==> src/hw/rtl/pcmmix_pkg.sv <==
// Shared constants, request codes and types of the PCM sample mixer.
package pcmmix_pkg;

    // Voice table and sample store sizes
    localparam int VOICES      = 16;
    localparam int VIDX_W      = (VOICES > 1) ? $clog2(VOICES) : 1;
    localparam int STORE_AW    = 16;
    localparam int STORE_DEPTH = 1 << STORE_AW;

    // Field widths
    localparam int REQ_W     = 3;
    localparam int VOICE_W   = 4;
    localparam int VOL_W     = 7;
    localparam int SEP_W     = 8;
    localparam int ADDR_W    = 16;
    localparam int COUNT_W   = 16;
    localparam int BYTE_W    = 8;
    localparam int PCM_W     = 16;
    localparam int MASK_W    = 16;
    localparam int STEP_W    = 16;
    localparam int POS_W     = 32;
    localparam int GAIN_W    = 7;
    localparam int IN_DATA_W = 80;
    localparam int OUT_DATA_W = 56;

    // Mix accumulator: music plus every voice at full scale
    localparam int ACC_W = 21;

    // Position step after reset: source rate over output rate in Q0.16
    localparam int SOURCE_HZ = 11025;
    localparam int MIX_HZ    = 48000;
    localparam logic [STEP_W-1:0] STEP_RESET = STEP_W'((SOURCE_HZ * 65536) / MIX_HZ);

    // Request codes
    localparam logic [REQ_W-1:0] REQ_TICK   = 3'd0;
    localparam logic [REQ_W-1:0] REQ_LOAD   = 3'd1;
    localparam logic [REQ_W-1:0] REQ_START  = 3'd2;
    localparam logic [REQ_W-1:0] REQ_UPDATE = 3'd3;
    localparam logic [REQ_W-1:0] REQ_STOP   = 3'd4;
    localparam logic [REQ_W-1:0] REQ_QUERY  = 3'd5;

    // Control from the sequencer to the scale and accumulate unit
    typedef struct packed {
        logic                     init;
        logic                     vld;
        logic [GAIN_W-1:0]        gain_l;
        logic [GAIN_W-1:0]        gain_r;
        logic signed [PCM_W-1:0]  music;
    } t_scale_in;

endpackage

==> src/hw/rtl/pcmmix_gain.sv <==
// Pan law: left and right gains from volume and separation, divided by 255.
module pcmmix_gain (
    input  logic [pcmmix_pkg::VOL_W-1:0]  i_volume,
    input  logic [pcmmix_pkg::SEP_W-1:0]  i_separation,
    output logic [pcmmix_pkg::GAIN_W-1:0] o_gain_l,
    output logic [pcmmix_pkg::GAIN_W-1:0] o_gain_r
);
    import pcmmix_pkg::*;

    localparam logic [SEP_W-1:0] SEP_FULL = 8'd255;

    // Exact x/255 for x up to 127*255, the largest product here: (x + (x >> 8) + 1) >> 8
    function automatic logic [GAIN_W-1:0] div255(input logic [15:0] x);
        logic [15:0] s;
        s = x + {8'd0, x[15:8]} + 16'd1;
        return s[GAIN_W+7:8];
    endfunction

    logic [SEP_W-1:0] w_sep_l;
    logic [15:0]      w_prod_l;
    logic [15:0]      w_prod_r;

    // Scale volume by the share of each side
    assign w_sep_l  = SEP_FULL - i_separation;
    assign w_prod_l = 16'(i_volume * w_sep_l);
    assign w_prod_r = 16'(i_volume * i_separation);

    assign o_gain_l = div255(w_prod_l);
    assign o_gain_r = div255(w_prod_r);

endmodule

==> config.mk <==
export PLATFORM = sky130hd
export DESIGN_NAME = pcmmix_gain
export DESIGN_NICKNAME = d
export VERILOG_FILES = /design/src/hw/rtl/pcmmix_pkg.sv /design/src/hw/rtl/pcmmix_gain.sv
export SDC_FILE = /design/constraint.sdc
export NUM_CORES = 1
export LEC_CHECK = 0
export BUFFER_PORTS_ARGS = -buffer_cell sky130_fd_sc_hd__buf_2
export CORE_UTILIZATION = 56
export DETAILED_ROUTE_END_ITERATION = 16
export GPL_ROUTABILITY_DRIVEN = 0
export PLACE_DENSITY_LB_ADDON = 0.12
export SYNTH_ARGS = -nofsm -noshare
export SYNTH_HDL_FRONTEND = slang
export SYNTH_SLANG_ARGS = --single-unit
==> constraint.sdc <==
create_clock -name vclk -period 6.64
set_input_delay 0.332 -clock vclk [all_inputs]
set_output_delay 0.332 -clock vclk [all_outputs]
set_load 0.05 [all_outputs]
# Word-level counts from Yosys, hierarchy flattened
# Cells that the tools add are included.
# word_totals
in_bits,15
output_inout_bits,14
regBits,0
wordCells,7
# classes
addsub,5
multipliers,2
# op_table
cell,n
15-bit by 1-bit adder with 15-bit output (second input constant),2
15-bit by 7-bit adder with 15-bit output,2
7-bit by 8-bit multiplier with 15-bit output,2
8-bit subtractor (first input constant),1

# Depth between registers and ports, before layout
# logic_depth
depth_word,4
mapped_depth,26

# Least setup slack after synthesis
# Ideal clock, no wire load.
# synth_path
path_type,input-to-output
from,in i_volume[1] (netlist name)
to,out o_gain_r[4] (netlist name)
required_time_ns,6.308
path_slack_ns,0.141
arrival_ns,6.167
cell_stages,25
cell_sequence,clkbuf_1 > and2_1 > fa_1 > inv_1 > fa_1 > inv_1 > fa_1 > inv_1 > fa_1 > inv_1 > ha_1 > and3_1 > o21ai_1 > a21boi_1 > nor2_1 > o311ai_1 > ha_1 > o21a_1 > o21ai_0 > nand2b_1 > nand2_1 > a21oi_1 > a31oi_1 > nor3_1 > xnor2_1
# synth_between
elab_chain_len,3
# synth_lines
element,line_no,text
"start, declared",pcmmix_gain.sv:3,"input logic [pcmmix_pkg::VOL_W-1:0] i_volume,"
7-bit by 8-bit multiplier with 15-bit output,pcmmix_gain.sv:26,assign w_prod_r = 16'(i_volume * i_separation);
15-bit by 7-bit adder with 15-bit output,pcmmix_gain.sv:15,"s = x + {8'd0, x[15:8]} + 16'd1;"
15-bit by 1-bit adder with 15-bit output,pcmmix_gain.sv:15,
"end, declared",pcmmix_gain.sv:6,output logic [pcmmix_pkg::GAIN_W-1:0] o_gain_r
# No other way between the ends.

# Worst setup path after layout
# layout_path
from,in i_separation[3] (netlist name)
to,out o_gain_l[2] (netlist name)
# layout_between
elab_chain_len,4
# layout_lines
element,line_no,text
"start, declared",pcmmix_gain.sv:4,"input logic [pcmmix_pkg::SEP_W-1:0] i_separation,"
8-bit subtractor,pcmmix_gain.sv:24,assign w_sep_l = SEP_FULL - i_separation;
7-bit by 8-bit multiplier with 15-bit output,pcmmix_gain.sv:25,assign w_prod_l = 16'(i_volume * w_sep_l);
15-bit by 7-bit adder with 15-bit output,pcmmix_gain.sv:15,
15-bit by 1-bit adder with 15-bit output,pcmmix_gain.sv:15,
"end, declared",pcmmix_gain.sv:5,"output logic [pcmmix_pkg::GAIN_W-1:0] o_gain_l,"
# No other way between the ends.

==> impl_metrics.yaml <==
cells_and_area:
  n_antenna_cell: 0
  nets: 698
  regArea_um2: 0
  drive_gt1_share_pct: 11.70
  nFillCells: 658
  clockBufferCount: 0
  area_growth_pct: 9.248
  seq_cells: 0
clocking:
  postCtsHoldBufs: 0
logic_synthesis:
  synth_top_cell_area_share_pct: 26.33
  synth.avg_cell_area_um2: 8.401
  ys_types: 51
  seq_area_frac_synth_pct: 0
  netlist_area_um2: 4410
  syn-num-nets: 674
  synth_area_leaders: "fa_1, ha_1, nor2b_1, and2_1, inv_1"
  yosys_warnings: 0
  synth_cells: 525
  yosysTopAreaCell: "fa_1"
hold_path:
  hold_class: "in -> out"
  hp-start: "i_volume[0]"
detailed_routing:
  drtIter0Drc: 108
  avgRoutedWirePerCell_um: 14.63
  ant_nets: 0
  totalWireLength_um: 9448
  dr.pass1.iters: 4
  drt-vias-per-instance: 5.621
  drc: 0
  vias: 3631
floorplanning:
  die_y_um: 90.75
  rows: 31
  die_area_um2: 8235
  core_area_um2: 7447
  initial_core_util_pct: 59.22
  io_pins: 29
  die_w_um: 90.75
sta:
  hold_violations: 0
  fin_crit_ns: 6.300
  fin_setup_tns_ns: 0
  slew_viol_final: 0
  rsz0062_at_grt: "no"
  fin_crit_sh_pct: 94.88
  worstMarginPinSlew_ns: 0.6827
  fmax_mhz: 158.7
  finalSetupViolCount: 0
  relSlewSlack_pct: 54.29
global_routing:
  grt_pass1_vias: 3801
  grt_pass1_wl_um: 16530
  grt_usage_pct: 23.79
  grt_max_degree: 17
  antenna_found_initial: 0
  grt_overflow: 0
critical_path:
  startpoint: "i_separation[3]"
  cp_max_fo: 14
  worstSetupPathType: "in -> out"
  crit_path_end_kind: "output pin"
  cp.arrival_ns: 5.97
  cp-start-kind: "input pin"
  cp_data_required_time_ns: 6.31
placed_design:
  port_buffers: 29
  hpwl_um: 7716
flow_run:
  max_cap_viol_count: 0
status:
  status: "finished clean"
-- placed cells by master, fill, tap and decap left out, drive strengths merged, types with 5 or more instances in the layout --
| cell | count |
|---|---|
| nor2 | 20 |
| nand3 | 6 |
| ha | 76 |
| o21a | 5 |
| a21oi | 20 |
| xor2 | 11 |
| nor2b | 50 |
| inv | 69 |
| nand2b | 11 |
| buf | 36 |
| fa | 58 |
| a211o | 5 |
| a21o | 6 |
| xnor2 | 22 |
| nand2 | 24 |
| and3 | 5 |
| nor3 | 13 |
| o21ai | 10 |
| a31oi | 5 |
| and2 | 48 |
-- through the flow --
stage	setup slack, ns	util (%)	instances	cell area, µm²	hold WS, ns
finish	0.3401	64.70	646	4818	1.843
CTS	0.08731	62.63	642	4664	1.812
global placement	0.1674	62.53	642	4657	1.791
global route	0.02199	64.70	646	4818	1.917
floorplan	0.1414	-	525	4410	1.403
detailed placement	0.002376	62.53	642	4657	1.806
-- metal layers --
layer,part of all wire [%],GRT usage (%),up-vias,wire (µm)
met2,54,46.28,62,5057
met1,43,28.75,1772,4034
li1,-,-,1783,-
met5,0,0,-,0
met4,1.7,5.108,0,163
met3,2.0,0.7576,14,193
-- logic make-up after synthesis --
kind of cell	Yosys count	synth area share [%]
compound gates	74	11.49
xor+xnor	35	7.574
fa+ha+maj	134	47.89
buf+inv	85	7.234
mux	1	0.2270
simple gates	196	25.59
-- worst paths after layout --
check	endpoint	slack, ns	cells past startpoint
min	o_gain_r[2]	1.84	7
max	o_gain_l[2]	0.34	23
-- what timing repair did --
item                       in CTS  in global routing
buffers inserted                0                  4
pin swaps                       0                  4
resized for setup               1                 25
setup endpoints to repair       1                 14
-- critical path, stage by stage --
cell and delay, ns:
buf_2 0.25, nor2b_1 0.11, fa_1 0.54, inv_1 0.05
fa_1 0.48, inv_1 0.06, fa_1 0.53, inv_1 0.05
fa_1 0.53, inv_1 0.05, ha_1 0.23, nor3_1 0.19
o21ai_1 0.19, a31oi_1 0.24, xor2_1 0.33, inv_1 0.13
ha_1 0.31, o2111ai_1 0.15, a211oi_2 0.28, nand4b_1 0.22
a211oi_2 0.30, xor2_1 0.17, clkbuf_4 0.25
-- layout make-up --
cell class | instances | area, µm² | share of cell area (%)
multi-input cells | 440 | 4213 | 87.43
repair buffers | 38 | 222.7 | 4.622
inverters | 69 | 259.0 | 5.375
well taps | 99 | 123.9 | 2.571
-- Yosys cell counts, drive strengths merged, types with 3 or more instances --
| cell type | instances |
|---|---|
| o2111ai | 4 |
| or2 | 3 |
| a21o | 6 |
| a211o | 5 |
| nand2b | 11 |
| ha | 76 |
| a31oi | 5 |
| a21oi | 20 |
| xor2 | 11 |
| o21ai | 10 |
| nand2 | 24 |
| fa | 58 |
| nand3 | 6 |
| nand3b | 4 |
| nor2b | 50 |
| a211oi | 4 |
| o21a | 5 |
| and3 | 5 |
| inv | 69 |
| o21bai | 3 |
| xnor2 | 22 |
| and2 | 48 |
| nor3 | 13 |
| nand4 | 3 |
| nor2 | 20 |
| clkbuf | 15 |
Power is not shown: default switching activity piles up to over one toggle a cycle in this logic, so the estimate is an artifact.
