--- config.mk ---
export PLATFORM = sky130hd
export DESIGN_NAME = pcmmix_scale
export DESIGN_NICKNAME = d
export VERILOG_FILES = /design/src/hw/rtl/pcmmix_pkg.sv /design/src/hw/rtl/pcmmix_scale.sv
export SDC_FILE = /design/constraint.sdc
export NUM_CORES = 1
export LEC_CHECK = 0
export ABC_AREA = 1
export BUFFER_PORTS_ARGS = -buffer_cell sky130_fd_sc_hd__buf_2
export CAP_MARGIN = 30
export CORE_MARGIN = 2
export CORE_UTILIZATION = 60
export DETAILED_ROUTE_END_ITERATION = 6
export PLACE_DENSITY = 0.78
export SYNTH_ARGS = -nofsm -noshare
export SYNTH_HDL_FRONTEND = slang
export SYNTH_SLANG_ARGS = --single-unit
--- constraint.sdc ---
create_clock -name i_clk -period 7.4 [get_ports i_clk]
set_input_delay 1.48 -clock i_clk [delete_from_list [all_inputs] [get_ports i_clk]]
set_output_delay 1.48 -clock i_clk [all_outputs]
set_load 0.1 [all_outputs]
--- src/hw/rtl/pcmmix_pkg.sv ---
// Shared constants, request codes and types of the PCM sample mixer.
package pcmmix_pkg;

    // Voice table and sample store sizes
    localparam int VOICES      = 16;
    localparam int VIDX_W      = (VOICES > 1) ? $clog2(VOICES) : 1;
    localparam int STORE_AW    = 16;
    localparam int STORE_DEPTH = 1 << STORE_AW;

    // Field widths
    localparam int REQ_W     = 3;
    localparam int VOICE_W   = 4;
    localparam int VOL_W     = 7;
    localparam int SEP_W     = 8;
    localparam int ADDR_W    = 16;
    localparam int COUNT_W   = 16;
    localparam int BYTE_W    = 8;
    localparam int PCM_W     = 16;
    localparam int MASK_W    = 16;
    localparam int STEP_W    = 16;
    localparam int POS_W     = 32;
    localparam int GAIN_W    = 7;
    localparam int IN_DATA_W = 80;
    localparam int OUT_DATA_W = 56;

    // Mix accumulator: music plus every voice at full scale
    localparam int ACC_W = 21;

    // Position step after reset: source rate over output rate in Q0.16
    localparam int SOURCE_HZ = 11025;
    localparam int MIX_HZ    = 48000;
    localparam logic [STEP_W-1:0] STEP_RESET = STEP_W'((SOURCE_HZ * 65536) / MIX_HZ);

    // Request codes
    localparam logic [REQ_W-1:0] REQ_TICK   = 3'd0;
    localparam logic [REQ_W-1:0] REQ_LOAD   = 3'd1;
    localparam logic [REQ_W-1:0] REQ_START  = 3'd2;
    localparam logic [REQ_W-1:0] REQ_UPDATE = 3'd3;
    localparam logic [REQ_W-1:0] REQ_STOP   = 3'd4;
    localparam logic [REQ_W-1:0] REQ_QUERY  = 3'd5;

    // Control from the sequencer to the scale and accumulate unit
    typedef struct packed {
        logic                     init;
        logic                     vld;
        logic [GAIN_W-1:0]        gain_l;
        logic [GAIN_W-1:0]        gain_r;
        logic signed [PCM_W-1:0]  music;
    } t_scale_in;

endpackage

--- src/hw/rtl/pcmmix_scale.sv ---
// Shared scale unit: voice sample times gain over 127, accumulated per side.
module pcmmix_scale (
    input  logic                                i_clk,
    input  logic                                i_rst_n,
    input  pcmmix_pkg::t_scale_in               i_ctl,
    input  logic [pcmmix_pkg::BYTE_W-1:0]       i_byte,
    output logic signed [pcmmix_pkg::ACC_W-1:0] o_acc_l,
    output logic signed [pcmmix_pkg::ACC_W-1:0] o_acc_r,
    output logic                                o_busy
);
    import pcmmix_pkg::*;

    localparam int LANES = 2;
    localparam logic [15:0] DIVISOR = 16'd127;

    logic [GAIN_W-1:0]        w_gain [LANES];
    logic signed [7:0]        w_d;

    // Stage registers
    logic                     r_v2;
    logic                     r_v3;
    logic signed [15:0]       r_p   [LANES];
    logic [14:0]              r_x   [LANES];
    logic [7:0]               r_qe  [LANES];
    logic                     r_neg [LANES];
    logic signed [ACC_W-1:0]  r_acc [LANES];

    // Stage logic per lane
    logic signed [15:0]       w_p   [LANES];
    logic [15:0]              w_m   [LANES];
    logic [14:0]              w_x   [LANES];
    logic [14:0]              w_qs  [LANES];
    logic [15:0]              w_r   [LANES];
    logic [8:0]               w_qd  [LANES];
    logic [15:0]              w_mag [LANES];
    logic signed [16:0]       w_val [LANES];

    assign w_gain[0] = i_ctl.gain_l;
    assign w_gain[1] = i_ctl.gain_r;

    // Centered voice byte: byte - 128 as a signed byte
    assign w_d = signed'({~i_byte[7], i_byte[6:0]});

    always_comb begin
        for (int l = 0; l < LANES; l++) begin
            // Product of centered byte and gain
            w_p[l]  = 16'(w_d * $signed({1'b0, w_gain[l]}));
            // Magnitude times 256 over 127 = 2m + 2m/127; estimate 2m/127 low by at most one
            w_m[l]  = r_p[l][15] ? 16'(-r_p[l]) : 16'(r_p[l]);
            w_x[l]  = {w_m[l][13:0], 1'b0};
            w_qs[l] = w_x[l] + {7'd0, w_x[l][14:7]};
            // Correct the estimate with one remainder compare
            w_r[l]   = {1'b0, r_x[l]} - {1'b0, r_qe[l], 7'd0} + {8'd0, r_qe[l]};
            w_qd[l]  = {1'b0, r_qe[l]} + 9'(w_r[l] >= DIVISOR);
            w_mag[l] = {1'b0, r_x[l]} + {7'd0, w_qd[l]};
            w_val[l] = r_neg[l] ? -$signed({1'b0, w_mag[l]}) : $signed({1'b0, w_mag[l]});
        end
    end

    // Advance the stage valids
    always_ff @(posedge i_clk) begin
        if (!i_rst_n) begin
            r_v2 <= 1'b0;
            r_v3 <= 1'b0;
        end else begin
            r_v2 <= i_ctl.vld;
            r_v3 <= r_v2;
        end
    end

    // Stage data and accumulators
    always_ff @(posedge i_clk) begin
        for (int l = 0; l < LANES; l++) begin
            if (i_ctl.vld) begin
                r_p[l] <= w_p[l];
            end
            if (r_v2) begin
                r_x[l]   <= w_x[l];
                r_qe[l]  <= w_qs[l][14:7];
                r_neg[l] <= r_p[l][15];
            end
            if (i_ctl.init) begin
                r_acc[l] <= ACC_W'(i_ctl.music);
            end else if (r_v3) begin
                r_acc[l] <= r_acc[l] + ACC_W'(w_val[l]);
            end
        end
    end

    assign o_acc_l = r_acc[0];
    assign o_acc_r = r_acc[1];
    assign o_busy  = r_v2 | r_v3;

endmodule

**Yosys cells after proc, flatten, opt, wreduce, memory -nomap -nowiden**

Memory sizes are Yosys's and may differ from the RTL's.
Index checks and enable logic that the tools add are counted.

- Register bits: 2
- Memory bits (writable): 120
- Input bits: 42
- Output and inout bits: 43
- Word-level logic and storage cells: 46
- Memories kept: 5

- Add/sub/neg operators: 16
- $mul: 2
- Order comparisons: 2
- Muxes and demuxes: 15
- Bitwise gates (word level): 4

Memory list:

| name | depth | width | rd ports | clocked after Yosys merged registers in | write ports | line | source |
|---|---|---|---|---|---|---|---|
| r_acc | 2 | 21 | 2 | 0 | 2 | pcmmix_scale.sv:26 | `logic signed [ACC_W-1:0] r_acc [LANES];` |
| r_p | 2 | 16 | 2 | 0 | 2 | pcmmix_scale.sv:22 | `logic signed [15:0] r_p [LANES];` |
| r_x | 2 | 14 | 2 | 0 | 2 | pcmmix_scale.sv:23 | `logic [14:0] r_x [LANES];` |
| r_qe | 2 | 8 | 2 | 0 | 2 | pcmmix_scale.sv:24 | `logic [7:0] r_qe [LANES];` |
| r_neg | 2 | 1 | 2 | 0 | 2 | pcmmix_scale.sv:25 | `logic r_neg [LANES];` |

Operators with widths:

| cell | count |
|---|---|
| adder 21 x 17 -> 21 bit | 2 |
| two-way mux 21 bit | 2 |
| two-way mux 17 bit | 2 |
| negator 16 -> 17 bit | 2 |
| adder 15 x 9 -> 16 bit | 2 |
| adder 16 x 8 -> 16 bit | 2 |
| greater-or-equal comparator 16 x 7 -> 1 bit (second input constant) | 2 |
| multiplier 8 x 8 -> 16 bit | 2 |
| subtractor 15 x 15 -> 16 bit | 2 |
| adder 15 x 8 -> 15 bit | 2 |
| two-way mux 14 bit | 2 |
| negator 14 bit | 2 |
| adder 8 x 1 -> 9 bit | 2 |
| two-way mux 1 bit | 9 |
| OR 1 bit | 3 |
| inverter 1 bit | 1 |

**Logic depth before layout (Yosys ltp)**

An unclocked memory read counts as a cell.

- Word-level depth: 10
- Depth in mapped cells: 43
- Mapped depth without buffers: 43

**Worst setup path after synthesis**

No wires, ideal clock.

- Path type: reg2reg
- Start point: mem r_qe[1][2] (netlist: r_qe[0][10])
- End point: mem r_acc[1][17] (data pin)
- Setup time: 0.264 ns
- Arrival: 5.391 ns
- Required time: 7.136 ns
- Setup slack: 1.745 ns
- Stages on the path, launching flop included: 39
- Path buffers: 0
- Path through: edfxtp_1 -> inv_1 -> ha_1 -> inv_1 -> fa_1 -> nand3_1 -> nand3_1 -> nand2_1 -> nand2_1 -> a21oi_1 -> o21bai_1 -> nand2_1 -> nand3_1 -> nand2_1 -> nand3_1 -> nor2_1 -> nand3_1 -> ha_1 -> (+3 left out) -> inv_1 -> nor2_1 -> nand3_1 -> nor2_1 -> nand2_2 -> nor2_4 -> nand3_4 -> o21ai_2 -> xor2_1 -> inv_1 -> ha_1 -> nand2_1 -> nor2_1 -> a211oi_1 -> nand3_1 -> or2_2 -> nand3_1 -> nand2_1

RTL lines:

| item | line |
|---|---|
| start, declared | pcmmix_scale.sv:24 |
| end, declared | pcmmix_scale.sv:26 |

==> results.py <==
metrics = {
    "outcome": {
        "status": "finished clean",
    },
    "sta": {
        "setup_viol": 0,
        "tns_ns": 0,
        "maxSlewViolCount": 0,
        "grt_setup_unrepaired": "no",
        "hold_viol": 0,
        "finalCritPeriodShare_pct": 90.2,
        "slew_headroom_pct": 56.3,
        "finalCriticalPeriod_ns": 6.68,
        "finClkSkew_ns": 0.0108,
        "fmax_mhz": 150,
        "worst_slew_pin_slew_ns": 0.653,
    },
    "yosys": {
        "synth.top_cell.area_share_pct": 21.6,
        "synthTopCellsByCount": "nand2_1, inv_1, ha_1, edfxtp_1",
        "ys_seq_area_share_pct": 21.8,
        "yosys_register_bits": 120,
        "synthFlopType": "edfxtp_1",
        "async_flop_share_pct": 0,
        "ys_types": 54,
        "synth.most_common_cell": "nand2_1",
        "synthesis.area_um2": 16400,
        "yosysTopAreaCell": "edfxtp_1",
        "synth.net_count": 2521,
        "yosysWarnings": 0,
        "avgSynthCellArea_um2": 7.51,
        "synthTopCellsByArea": "edfxtp_1, ha_1, fa_1",
        "synth_edf_count": 118,
        "netlist_instances": 2183,
    },
    "floorplan": {
        "dieArea_um2": 28700,
        "die_w_um": 169,
        "rows": 60,
        "initial_utilization_pct": 61.0,
        "boundaryPins": 85,
        "core_area_um2": 26900,
        "die_h_um": 169,
    },
    "routing": {
        "drc": 0,
        "ant_nets": 0,
        "num_vias": 14204,
        "wl_per_cell_um": 15.2,
        "drt-initial-drc-count": 999,
        "avgViaCountPerCell": 5.45,
        "totalWireLength_um": 39500,
        "first_pass_iters": 5,
    },
    "power": {
        "ir_worst_vdd_uv": 204,
        "p_leak_uw": 0.00956,
        "power_density_nw_per_um2": 484,
    },
    "placed_design": {
        "port_buffers": 84,
        "dp_hpwl_um": 32800,
        "place_congestion": 0.962,
    },
    "worst_setup_path": {
        "critPathCaptureType": "flop",
        "worst-path-buf-inv": 4,
        "slowest_stage": "fa_1",
        "rr_worst_depth": 37,
        "arrival_ns": 6.83,
        "crit_type": "flop to flop",
        "critPathMostFrequentCell": "nand3_1",
        "cp.required_ns": 7.56,
        "slowest_delay_ns": 0.49,
        "worst-path-stages": 37,
        "start_kind": "flop",
        "critPathTopFamily": "simple AND/OR/NAND/NOR gates",
        "cp_max_fo": 7,
    },
    "min_path": {
        "min_path_cells": 0,
        "hold_class": "flop to flop",
    },
    "grt": {
        "grt_usage_pct": 28.4,
        "grt_max_degree": 49,
        "grt_first_pass_wirelength_um": 65700,
        "grt_antenna_before_repair": 0,
        "grt_pass1_vias": 13827,
        "grt-ovfl-total": 0,
    },
    "flow_run": {
        "cap_viol_max_count": 0,
    },
    "final_layout": {
        "fin_util_pct": 65.8,
        "antenna_cells": 0,
        "area_growth_pct": 7.73,
        "fin_nets": 2592,
        "drive_above_1_share_pct": 9.48,
    },
    "cts": {
        "clkLatencyLatePin_ns": 0.42,
        "cts_resized": 0,
        "hold_buffers": 0,
        "cts_sinks": 120,
        "cts_setup_buffers": 0,
        "cts_made_buffers": 17,
        "root_buffer": "clkbuf_16",
        "clk_pin_slew_ns": 0.06,
        "clock_path_buffers": 2,
        "tritoncts": "yes",
        "h-tree-depth": 4,
    },
}
placed cells by master (no fill, tap or decap), types with 4 or more instances in the layout:
cell	synthesis	layout
nor2_1	103	102
inv_1	464	464
a21oi_2	4	4
ha_1	196	196
a21o_1	8	8
nand3_1	115	115
nor3_1	20	20
o21bai_1	10	10
clkbuf_1	28	4
nand3_2	14	14
o31ai_1	6	6
buf_2	3	84
xnor2_1	31	31
or2_2	8	8
edfxtp_1	118	118
inv_2	11	11
nand2_2	26	26
xor2_1	76	76
buf_4	1	4
nand2_1	513	513
nand4_1	32	32
a211oi_1	4	4
clkbuf_16	0	17
fa_1	100	100
o21a_1	4	4
a21oi_1	115	115
o21ai_2	7	7
o21ai_0	88	88
a31oi_1	11	11
o211ai_1	4	4
nand3b_1	7	7
nor2_2	10	11
final cells by class:
cell class	instances	area (um^2)
fill	2346	9200
sequential	120	3580
multi-input combinational	1551	10900
tap	341	427
clock buffer	21	440
inverter	476	1790
clock inverter	11	101
timing repair buffer	88	450
state kept, by name, summed over array words and instances (netlist names):
signal / cells
r_acc: 42
r_p: 30
r_x: 28
r_qe: 16
r_neg: 2
r_v2: 1
r_v3: 1
path summary, 6_finish.rpt:
| path | slack, ns | endpoint | from |
|---|---|---|---|
| worst max register to register | 0.72 | r_acc[1][17]$_DFFE_PP_ | r_qe[0][10]$_DFFE_PP_ |
| worst min register to register | 0.53 | r_x[0][0]$_DFFE_PP_ | r_p[0][0]$_DFFE_PP_ |
| worst max-delay path | 0.72 | r_acc[1][17]$_DFFE_PP_ | r_qe[0][10]$_DFFE_PP_ |
| worst min-delay path | 0.53 | r_x[0][0]$_DFFE_PP_ | r_p[0][0]$_DFFE_PP_ |
worst reg2reg max path: cells and delay by family (launching register included):
family                   cells  cell delay (ns)
AO/OA/AOI/OAI                5             1.03
buffers and inverters        4             0.33
adder cells (fa/ha/maj)      6             2.11
AND/OR/NAND/NOR             21             2.34
flip-flops                   1             0.36
XOR/XNOR                     1             0.23
power by group:
group / switching [uW] / internal [uW] / leakage, uW
combinational: 4150 / 2290 / 0.00814
sequential: 199 / 1110 / 0.00116
clock: 331 / 462 / 0.000255
layer usage:
metal  global-route usage [%]  vias up  wire length, um
met4                     11.3        0             1440
li1                         -     7074                -
met3                     2.94       94             1750
met1                     34.1     6630            16500
met5                        0        -                0
met2                     52.0      406            19800
kinds of logic (layout without fill, tap and decap cells):
logic type | after synthesis | in the layout | synth area share (%)
AOI/OAI and AO/OA | 271 | 271 | 9.26
xor gates and xnor gates | 112 | 112 | 6.21
adders and majority gates | 296 | 296 | 27.2
buffers and inverters | 512 | 596 | 11.8
DFF | 120 | 120 | 21.8
and+or+nand+nor | 872 | 872 | 23.7
through the flow:
step	hold slack, ns	total power (uW)	std cells	worst slack (ns)	instance area (um^2)
after floorplan	0.451	6320	2183	1.74	16400
after global placement	0.517	7520	2576	0.920	17100
after detailed placement	0.530	7670	2576	0.778	17100
after CTS	0.529	8510	2608	0.768	17700
after global routing	0.534	9450	2608	0.0799	17700
final	0.530	8550	2608	0.723	17700
Power figures use the tool's default switching activity.
